<file path="src/sv/assert_macros.svh">
// Assertion shorthands; expect clk and arst_n in scope at the point of use.
`ifndef ASSERT_MACROS_SVH
`define ASSERT_MACROS_SVH

// Expression must hold at every edge outside reset.
`define BGQ_ASSERT_ALWAYS(lbl, expr, msg) \
	lbl: assert property (@(posedge clk) disable iff (!arst_n) (expr)) else $error(msg);

// Consequent must hold after the antecedent (non-overlapping implication).
`define BGQ_ASSERT_NEXT(lbl, ante, cons, msg) \
	lbl: assert property (@(posedge clk) disable iff (!arst_n) (ante) |=> (cons)) else $error(msg);

`endif

</file>
<file path="src/sv/bgq_pkg.sv">
package bgq_pkg;

	localparam int CFG_W          = 16;
	localparam int TIMER_BITS_DEF = 16;
	localparam int TAP_W          = 4;
	localparam int APB_AW         = 4;
	localparam int APB_DW         = 32;

	localparam logic [CFG_W-1:0] DEBOUNCE_RST   = 16'd35;
	localparam logic [CFG_W-1:0] TAP_GAP_RST    = 16'd360;
	localparam logic [CFG_W-1:0] LONG_PRESS_RST = 16'd750;
	localparam logic [TAP_W-1:0] TAP_MAX        = 4'd15;

	typedef enum logic [1:0] {
		GEST_NONE  = 2'd0,
		GEST_LONG  = 2'd1,
		GEST_BURST = 2'd2
	} gesture_t;

	typedef enum logic [1:0] {
		REG_DEBOUNCE   = 2'd0,
		REG_TAP_GAP    = 2'd1,
		REG_LONG_PRESS = 2'd2
	} reg_idx_t;

	typedef struct packed {
		logic [CFG_W-1:0] debounce;
		logic [CFG_W-1:0] tap_gap;
		logic [CFG_W-1:0] long_press;
	} cfg_t;

	typedef struct packed {
		gesture_t         gesture;
		logic [TAP_W-1:0] tap_total;
		logic             stable_level;
	} result_t;

endpackage

</file>
<file path="src/sv/bgq_cfg.sv">
module bgq_cfg (
	input  logic                       clk,
	input  logic                       arst_n,
	input  logic                       psel,
	input  logic                       penable,
	input  logic                       pwrite,
	input  logic [bgq_pkg::APB_AW-1:0] paddr,
	input  logic [bgq_pkg::APB_DW-1:0] pwdata,
	output logic [bgq_pkg::APB_DW-1:0] prdata,
	output logic                       pready,
	output bgq_pkg::cfg_t              cfg
);
	import bgq_pkg::*;

	cfg_t     cfg_q;
	reg_idx_t idx;
	logic     wr_en;

	assign pready = 1'b1;
	assign idx    = reg_idx_t'(paddr[3:2]);
	assign wr_en  = psel & penable & pwrite & pready;
	assign cfg    = cfg_q;

	always_ff @(posedge clk or negedge arst_n) begin
		if (!arst_n) begin
			cfg_q.debounce   <= DEBOUNCE_RST;
			cfg_q.tap_gap    <= TAP_GAP_RST;
			cfg_q.long_press <= LONG_PRESS_RST;
		end else if (wr_en) begin
			unique case (idx)
				REG_DEBOUNCE:   cfg_q.debounce   <= pwdata[CFG_W-1:0];
				REG_TAP_GAP:    cfg_q.tap_gap    <= pwdata[CFG_W-1:0];
				REG_LONG_PRESS: cfg_q.long_press <= pwdata[CFG_W-1:0];
				default: ;
			endcase
		end
	end

	always_comb begin
		unique case (idx)
			REG_DEBOUNCE:   prdata = APB_DW'(cfg_q.debounce);
			REG_TAP_GAP:    prdata = APB_DW'(cfg_q.tap_gap);
			REG_LONG_PRESS: prdata = APB_DW'(cfg_q.long_press);
			default:        prdata = '0;
		endcase
	end

endmodule

</file>
<file path="src/sv/bgq_core.sv">
module bgq_core #(
	parameter int TIMER_BITS = bgq_pkg::TIMER_BITS_DEF
) (
	input  logic              clk,
	input  logic              arst_n,
	input  logic              advance,
	input  logic              raw,
	input  bgq_pkg::cfg_t     cfg,
	output bgq_pkg::result_t  result
);
	import bgq_pkg::*;

	localparam int CMP_W = (TIMER_BITS > CFG_W) ? TIMER_BITS : CFG_W;

	logic                  last_raw_q, stable_q, long_rep_q;
	logic [TAP_W-1:0]      taps_q;
	logic [TIMER_BITS-1:0] since_chg_q, since_press_q, since_tap_q;

	logic                  last_raw_n, stable_n, long_rep_n, lr_mid;
	logic [TAP_W-1:0]      taps_n, taps_mid;
	logic [TIMER_BITS-1:0] since_chg_n, since_press_n, since_tap_n;
	logic                  follow, press, tap_add, long_hit, burst;

	always_comb begin
		// elapsed counters hold at all ones
		since_chg_n   = (&since_chg_q)   ? since_chg_q   : since_chg_q + 1'b1;
		since_press_n = (&since_press_q) ? since_press_q : since_press_q + 1'b1;
		since_tap_n   = (&since_tap_q)   ? since_tap_q   : since_tap_q + 1'b1;

		last_raw_n = raw;
		if (raw != last_raw_q)
			since_chg_n = '0;

		follow   = (CMP_W'(since_chg_n) >= CMP_W'(cfg.debounce)) && (raw != stable_q);
		stable_n = follow ? raw : stable_q;
		press    = follow & raw;
		tap_add  = follow & ~raw & ~long_rep_q;

		if (press)
			since_press_n = '0;
		lr_mid = press ? 1'b0 : long_rep_q;

		taps_mid = taps_q;
		if (tap_add) begin
			if (taps_q != TAP_MAX)
				taps_mid = taps_q + 1'b1;
			since_tap_n = '0;
		end

		long_hit   = stable_n & ~lr_mid &
			(CMP_W'(since_press_n) >= CMP_W'(cfg.long_press));
		long_rep_n = lr_mid | long_hit;
		if (long_hit)
			taps_mid = '0;

		// long press empties the taps, so both events never fire together
		burst  = (taps_mid != '0) && (CMP_W'(since_tap_n) > CMP_W'(cfg.tap_gap));
		taps_n = burst ? '0 : taps_mid;

		result.stable_level = stable_n;
		result.tap_total    = burst ? taps_mid : '0;
		if (burst)
			result.gesture = GEST_BURST;
		else if (long_hit)
			result.gesture = GEST_LONG;
		else
			result.gesture = GEST_NONE;
	end

	always_ff @(posedge clk or negedge arst_n) begin
		if (!arst_n) begin
			last_raw_q    <= 1'b0;
			stable_q      <= 1'b0;
			long_rep_q    <= 1'b0;
			taps_q        <= '0;
			since_chg_q   <= '0;
			since_press_q <= '0;
			since_tap_q   <= '0;
		end else if (advance) begin
			last_raw_q    <= last_raw_n;
			stable_q      <= stable_n;
			long_rep_q    <= long_rep_n;
			taps_q        <= taps_n;
			since_chg_q   <= since_chg_n;
			since_press_q <= since_press_n;
			since_tap_q   <= since_tap_n;
		end
	end

endmodule

</file>
<file path="src/sv/bgq_oreg.sv">
module bgq_oreg (
	input  logic             clk,
	input  logic             arst_n,
	input  logic             load,
	input  bgq_pkg::result_t result,
	output logic             room,
	output logic             m_tvalid,
	input  logic             m_tready,
	output logic [7:0]       m_tdata
);
	import bgq_pkg::*;

	logic    valid_q;
	result_t res_q;

	// takes a new word whenever the held one is gone or leaves this cycle
	assign room     = ~valid_q | m_tready;
	assign m_tvalid = valid_q;
	assign m_tdata  = {1'b0, res_q.stable_level, res_q.tap_total, res_q.gesture};

	always_ff @(posedge clk or negedge arst_n) begin
		if (!arst_n) begin
			valid_q <= 1'b0;
		end else if (room) begin
			valid_q <= load;
		end
	end

	always_ff @(posedge clk) begin
		if (load)
			res_q <= result;
	end

endmodule

</file>
<file path="src/sv/button_gesture_qualifier_unit.sv">
// Button gesture qualifier. Each input word carries one raw button sample
// (one tick). The sample is debounced against debounce_ticks; a stable press
// held long_press_ticks reports a long press once and drops pending taps; a
// release that did not end a long press counts a tap (saturating at 15); once
// more than tap_gap_ticks have passed since the last tap the burst is reported
// with its count. Every input word yields exactly one output word from a
// single output register. Throughput is one word per clock: s_tready drops
// only while a result is held and m_tready is low. Elapsed counters are
// TIMER_BITS wide and hold at all ones. Registers sit on an APB port at 0x0
// (debounce), 0x4 (tap gap), 0x8 (long press), 16 bits each; write them
// only while the stream is idle.
`include "assert_macros.svh"

module button_gesture_qualifier_unit #(
	parameter int TIMER_BITS = bgq_pkg::TIMER_BITS_DEF
) (
	input  logic                       clk,
	input  logic                       arst_n,
	// APB configuration
	input  logic                       psel,
	input  logic                       penable,
	input  logic                       pwrite,
	input  logic [bgq_pkg::APB_AW-1:0] paddr,
	input  logic [bgq_pkg::APB_DW-1:0] pwdata,
	output logic [bgq_pkg::APB_DW-1:0] prdata,
	output logic                       pready,
	// sample stream in
	input  logic                       s_tvalid,
	output logic                       s_tready,
	input  logic [7:0]                 s_tdata,  // [0] raw_pressed, [7:1] zero
	// gesture stream out
	output logic                       m_tvalid,
	input  logic                       m_tready,
	output logic [7:0]                 m_tdata   // [1:0] gesture, [5:2] tap_total,
	                                             // [6] stable_level, [7] zero
);
	import bgq_pkg::*;

	cfg_t    cfg;
	result_t result;
	logic    room;
	logic    accept;

	assign s_tready = room;
	assign accept   = s_tvalid & room;

	bgq_cfg u_cfg (
		.clk     (clk),
		.arst_n  (arst_n),
		.psel    (psel),
		.penable (penable),
		.pwrite  (pwrite),
		.paddr   (paddr),
		.pwdata  (pwdata),
		.prdata  (prdata),
		.pready  (pready),
		.cfg     (cfg)
	);

	// state advances only on an accepted sample
	bgq_core #(
		.TIMER_BITS (TIMER_BITS)
	) u_core (
		.clk     (clk),
		.arst_n  (arst_n),
		.advance (accept),
		.raw     (s_tdata[0]),
		.cfg     (cfg),
		.result  (result)
	);

	bgq_oreg u_oreg (
		.clk      (clk),
		.arst_n   (arst_n),
		.load     (accept),
		.result   (result),
		.room     (room),
		.m_tvalid (m_tvalid),
		.m_tready (m_tready),
		.m_tdata  (m_tdata)
	);

	// tap count is reported only with a burst event
	`BGQ_ASSERT_ALWAYS(a_total_with_burst, !m_tvalid || ((m_tdata[1:0] == GEST_BURST) == (m_tdata[5:2] != 4'd0)), "tap_total does not match gesture")

	// the input side stalls only behind a held, untaken result
	`BGQ_ASSERT_ALWAYS(a_stall_cause, s_tready || (m_tvalid && !m_tready), "input stalled without output backpressure")

	// every accepted sample shows up as a result on the next cycle
	`BGQ_ASSERT_NEXT(a_result_follows, s_tvalid && s_tready, m_tvalid, "accepted sample produced no result")

endmodule

</file>
<file path="config.mk">
export PLATFORM = sky130hd
export DESIGN_NAME = button_gesture_qualifier_unit
export DESIGN_NICKNAME = d
export VERILOG_FILES = /design/src/sv/bgq_pkg.sv /design/src/sv/bgq_cfg.sv /design/src/sv/bgq_core.sv /design/src/sv/bgq_oreg.sv /design/src/sv/button_gesture_qualifier_unit.sv
export VERILOG_INCLUDE_DIRS = /design/src /design/src/sv
export SDC_FILE = /design/constraint.sdc
export NUM_CORES = 1
export LEC_CHECK = 0
export BUFFER_PORTS_ARGS = -buffer_cell sky130_fd_sc_hd__buf_4
export CAP_MARGIN = 40
export CORE_UTILIZATION = 60
export DETAILED_ROUTE_END_ITERATION = 10
export GPL_ROUTABILITY_DRIVEN = 0
export PLACE_DENSITY_LB_ADDON = 0.08
export SLEW_MARGIN = 30
export SYNTH_ARGS = -nofsm -noshare
export SYNTH_HDL_FRONTEND = slang
export SYNTH_HIERARCHICAL = 1
export SYNTH_SLANG_ARGS = --single-unit
</file>
<file path="constraint.sdc">
create_clock -name clk -period 11 [get_ports clk]
set_input_delay 0.55 -clock clk [delete_from_list [all_inputs] [get_ports clk]]
set_output_delay 0.55 -clock clk [all_outputs]
set_load 0.03 [all_outputs]
</file>
==> run metrics, run 1 <==
Reg2Reg Launch Point=u_core/since_chg_q[0]; initial antenna violation count=0; crit share post-route=63.9%; Synth area leaders=dfrtp_1 (31%), mux2_2 (12%), ha_1 (8.8%); top_reg_cell synth=dfrtp_1; WL final=17000 um; Post-synth EDFFs=7; total power draw=1.61 mW; final net count=885; HP Class=in2async; # resized after CTS=0; gr usage total=28.4%; Die ar.=0.0127 mm2; Setup Slack @ Placement=4.27 ns; leakage dissipation=3.77 nW; Routed Antenna Nets=0; post-route core utilization=67.0%; vias in the first global route=5557; endpoint class of the critical path=flip-flop; Crit path max-delay family=compound AO/OA/AOI/OAI gates; grt ovf=0; most frequent cell after synthesis=dfrtp_1; CP cell instances=ha_1 > nand3_1 > nor4_1 > a2111oi_1 > nand3_1 > xor2_1 > nor2_1 > ha_1 > a21oi_1 > o21ai_0 > a2111oi_0 > o21ai_1 > buf_4 > and2_1 > nor2_1 > ha_1 > a2111oi_0 > o21ai_0 > o221a_2 > o31a_1 > o21ai_0 > o21bai_1 > nor3_1; worst-skew pair later-pin latency=0.36 ns; CTS tree=yes; P&R area growth vs syn=9.18%; unrepaired setup endpoints after global routing=no; worst setup margin=3.97 ns; register clock-pin slew on the reported worst setup and hold paths=0.07 ns; FF-to-FF path depth=23; Slew Limit Fails=0; worst hold margin=0.144 ns; final non-filler cell area=0.00805 mm2; Worst-Margin Slew=0.871 ns; Slowest-stage cell, CP=nor4_1; Post-Syn Area per Cell=9.91 um2; kind of critical path=reg2reg; relative slew slack=41.3%; Initial Utilization=61.4%; Worst VDD drop=0.169 mV; PortBufs=50; Commonest cells post-synth=dfrtp_1 (90), mux2_2 (77), nor2_1 (64); deepest clock path buffer count=2; Filler cells=940; drt pass-1 iters=5; Via density=6.04; Die Y=113 um; Bufs and invs on worst path=1; post-synthesis cell count=744; final setup vio count=0; root buf cell=clkbuf_16; placed cells=918; first-pass GRT wire length=28100 um; htree depth=3; share of cells above drive strength 1=23.6%; synthesized area=0.00737 mm2; diode count=0; reg-to-reg endpoint=u_oreg/m_tdata[4]; minimum clock period=7.03 ns; Sequential Area=0.00283 mm2; hold_buf cts=0; sequential share of the synthesized area=38.4%; outcome=complete, no violations; CP startpoint kind=flip-flop; Hold Fails Final Rpt=0; DRC viols=0; Starting DRT DRC Count=360; Via Count=5637; CP Data Arrival Time=7.12 ns; pin count of the biggest net entering global routing=62; Synth Warn #=6; core box area=0.0120 mm2; final non-filler cell total=934; Yosys top cell by area=dfrtp_1; clock sinks=111; Layout Skew=0.00709 ns; synthesis-stage register bit count=111; distinct cell type count after synthesis=67; PD cells=200 mW/mm2; area share of the largest cell type after synthesis=30.5%; site row count=40; cts bufs inserted=9; max_cap viols=0; Synth async-reset ratio=93.7%; reg2reg setup slack=3.97 ns; Setup TNS=0 ns; fmax=142 MHz; routed len/inst=18.2 um; crit-path max FO=20; max incr delay on CP=0.70 ns; multi-input logic area=0.00410 mm2; # IOs=94; placed cell area=0.00778 mm2; setup bufs post-CTS=0; Worst Path Required=11.09 ns; post-DP HPWL=12600 um; die width=113 um
registers in the layout (all words and copies together) (netlist names):
signal	cells
u_cfg/cfg	48
u_core/since_chg_q	16
u_core/since_press_q	16
u_core/since_tap_q	16
u_oreg/m_tdata	7
u_core/taps_q	4
u_core/last_raw_q	1
u_core/long_rep_q	1
u_core/stable_q	1
u_oreg/m_tvalid	1
layout make-up:
cell class                 count  share of cell area (%)
inverter                      57                    2.66
multi-input combinational    545                    50.9
clock buffer                  12                    2.94
tap                          147                    2.28
clock inverter                 4                   0.420
sequential                   111                    35.2
timing repair buffer          58                    5.66
how the worst max path moves through the flow:
stage / end / slack (ns) / cells past startpoint / from
2_1_floorplan: u_oreg/m_tdata[1] / 5.34 / 24 / u_core/since_chg_q[0]
3_3_place_gp: u_oreg/m_tdata[4] / 4.18 / 23 / u_core/since_chg_q[0]
3_5_place_dp: u_oreg/m_tdata[4] / 4.27 / 23 / u_core/since_chg_q[0]
4_1_cts: u_oreg/m_tdata[4] / 4.08 / 23 / u_core/since_chg_q[0]
5_1_grt: u_oreg/m_tdata[4] / 3.51 / 23 / u_core/since_chg_q[0]
6_report: u_oreg/m_tdata[4] / 3.97 / 23 / u_core/since_chg_q[0]
placed cells by master (no fill, tap or decap), drive strengths merged, types with 22 or more instances in the layout:
master  netlist  layout
dfrtp        90      90
mux2         87      87
nor2         64      64
inv          57      58
buf          31      58
ha           52      52
nand2        47      47
o21ai        36      36
a21oi        28      28
nand3        22      22
power breakdown:
group / switching [mW] / internal, mW / leakage, nW / total [mW]
sequential: 0.118 / 0.530 / 1.35 / 0.648
clock: 0.151 / 0.156 / 0.127 / 0.307
combinational: 0.363 / 0.295 / 2.30 / 0.658
routing by layer:
layer / up-vias / routed length, um / GRT usage [%]
met5: - / 0 / 0
met4: 0 / 432 / 9.21
met3: 26 / 752 / 6.43
met2: 161 / 8180 / 47.1
met1: 2777 / 7670 / 37.1
li1: 2673 / - / -
cell families after synthesis:
kind of cell | count (synthesis) | share of synthesized area [%]
simple gates | 215 | 14.9
compound gates | 118 | 10.1
flops | 111 | 38.4
mux | 108 | 16.7
buf+inv | 103 | 6.86
fa+ha+maj | 52 | 8.82
xor+xnor | 34 | 4.04
other cells | 3 | 0.153
worst reg2reg max path, delay by kind of cell, from the launching register on:
kind	cells	cell delay [ns]
AO/OA/AOI/OAI	11	3.12
flip-flops	1	0.40
buffers and inverters	1	0.21
adder cells (fa/ha/maj)	3	0.82
XOR/XNOR	1	0.19
AND/OR/NAND/NOR	7	2.00
Power figures use the tool's default switching activity.
==> run 2, diff against run 1 <==
Settings changed: CORE_UTILIZATION 60 to 59.
Clock period 11 ns to 6.93 ns, I/O delays scaled along.
==> run metrics, run 2 (synthesized netlist as in run 1, its figures left out) <==
CP Data Arrival Time=6.56 ns; hold_buf cts=0; Flop pwr share=38.8%; Die ar.=0.0129 mm2; WL met3=925 um; cell mode on critical path=ha_1; final net count=886; kind of critical path=reg2reg; worst hold margin=0.00285 ns; site row count=40; HP Class=in2async; Setup TNS=0 ns; clock sinks=111; CTS tree=yes; max incr delay on CP=0.77 ns; cts bufs inserted=9; most frequent cells in the layout=dfrtp_1 (90), mux2_2 (77), nor2_1 (64); leakage dissipation=3.80 nW; relative slew slack=42.6%; gr usage total=28.0%; internal power=1.61 mW; vias in the first global route=5492; CP startpoint kind=flip-flop; Via Count=5655; drt pass-1 iters=5; Slew Limit Fails=0; diode count=0; initial antenna violation count=0; root buf cell=clkbuf_16; worst setup margin=0.470 ns; crit share post-route=93.2%; CP cell instances=ha_1 > nand3_1 > nor4_1 > a2111oi_1 > nand3_1 > xor2_1 > nor2_1 > ha_1 > a21oi_1 > o21ai_0 > a2111oi_0 > o21ai_1 > and2_1 > nor3_1 > ha_1 > and3_1 > o21a_1 > o221a_2 > o31a_1 > o21ai_0 > o21bai_1 > nor3_1; minimum clock period=6.46 ns; final non-filler cell area=0.00811 mm2; P&R area growth vs syn=10.0%; Starting DRT DRC Count=430; Die Y=114 um; PD cells=325 mW/mm2; fmax=155 MHz; share of cells above drive strength 1=24.0%; Layout Skew=0.0109 ns; Initial Utilization=60.9%; worst-skew pair later-pin latency=0.37 ns; endpoint class of the critical path=flip-flop; Worst-Margin Slew=0.859 ns; register clock-pin slew on the reported worst setup and hold paths=0.08 ns; placed cells=940; Slowest-stage cell, CP=a2111oi_1; # resized after CTS=0; final non-filler cell total=956; first-pass GRT wire length=27900 um; Worst VDD drop=0.207 mV; Worst Path Required=7.03 ns; top layer reached by signal wires=met4; Setup Slack @ Placement=0.639 ns; sw frac=39.1%; pin count of the biggest net entering global routing=62; core box area=0.0121 mm2; Psw=1.03 mW; PortBufs=50; post-route core utilization=67.0%; unrepaired setup endpoints after global routing=no; post-DP HPWL=12600 um; crit-path max FO=11; DRC viols=0; final setup vio count=0; flip-flop count of the largest register after layout=48; outcome=complete, no violations; max_cap viols=0; Via density=5.92; Routed Antenna Nets=0; most common cell after layout, fill and taps aside=dfrtp_1; deepest clock path buffer count=2; htree depth=3; Comb pwr share=40.2%; total power draw=2.64 mW; DR WL met2=8130 um; placed cell area=0.00780 mm2; clock power share=21.0%; routed len/inst=18.0 um; Hold Fails Final Rpt=0; WL final=17200 um; setup bufs post-CTS=0; # IOs=94; grt ovf=0; wl on met1=7580 um; die width=114 um
run 2: cell types whose count changed in the layout (fill, tap and decap cells not counted), sizes merged:
cell,delta
inv,+4
clkbuf,-2
clkinv,-2
buf,+1
bufinv,+1
clkinvlp,-1
run 2: routing by layer:
metal	global-route usage (%)	vias up
met3	5.69	33
met5	0	-
met2	46.5	199
met4	9.96	0
met1	36.5	2745
li1	-	2678
run 2: cell type report:
cell class	count	area (um2)
clock inverters	6	81.3
inverters	57	214
fillers	976	4000
clock buffers	10	229
multi-input cells	545	4100
flip-flops and latches	111	2830
repair buffers	59	450
well taps	168	210
run 2: power by group through the flow:
| stage | clock (mW) | sequential, mW | combinational, mW |
|---|---|---|---|
| after floorplan | 0 | 0.991 | 0.777 |
| after global placement | 0 | 1.01 | 0.988 |
| after detailed placement | 0 | 1.03 | 1.04 |
| after CTS | 0.566 | 1.02 | 1.05 |
| after global routing | 0.586 | 1.05 | 1.19 |
| final | 0.554 | 1.02 | 1.06 |
run 2: worst paths after layout:
check / slack, ns / cells past startpoint / end / start
min reg2reg: 0.52 / 1 / u_core/since_press_q[12] / u_core/since_press_q[12]
min: 0.003 / 1 / u_core/since_chg_q[7] / arst_n
min in group clk: 0.22 / 2 / u_cfg/cfg[25] / pwdata[9]
max reg2reg: 0.47 / 22 / u_oreg/m_tdata[4] / u_core/since_chg_q[0]
max in group asynchronous: 5.74 / 2 / u_core/since_chg_q[3] / arst_n
max: 0.47 / 22 / u_oreg/m_tdata[4] / u_core/since_chg_q[0]
run 2: worst max-delay path, delay by kind of cell, from the launching register on:
kind	cells	cell delay [ns]
flops	1	0.42
fa+ha+maj	3	0.83
simple gates	8	1.70
xor+xnor	1	0.20
compound gates	10	3.05
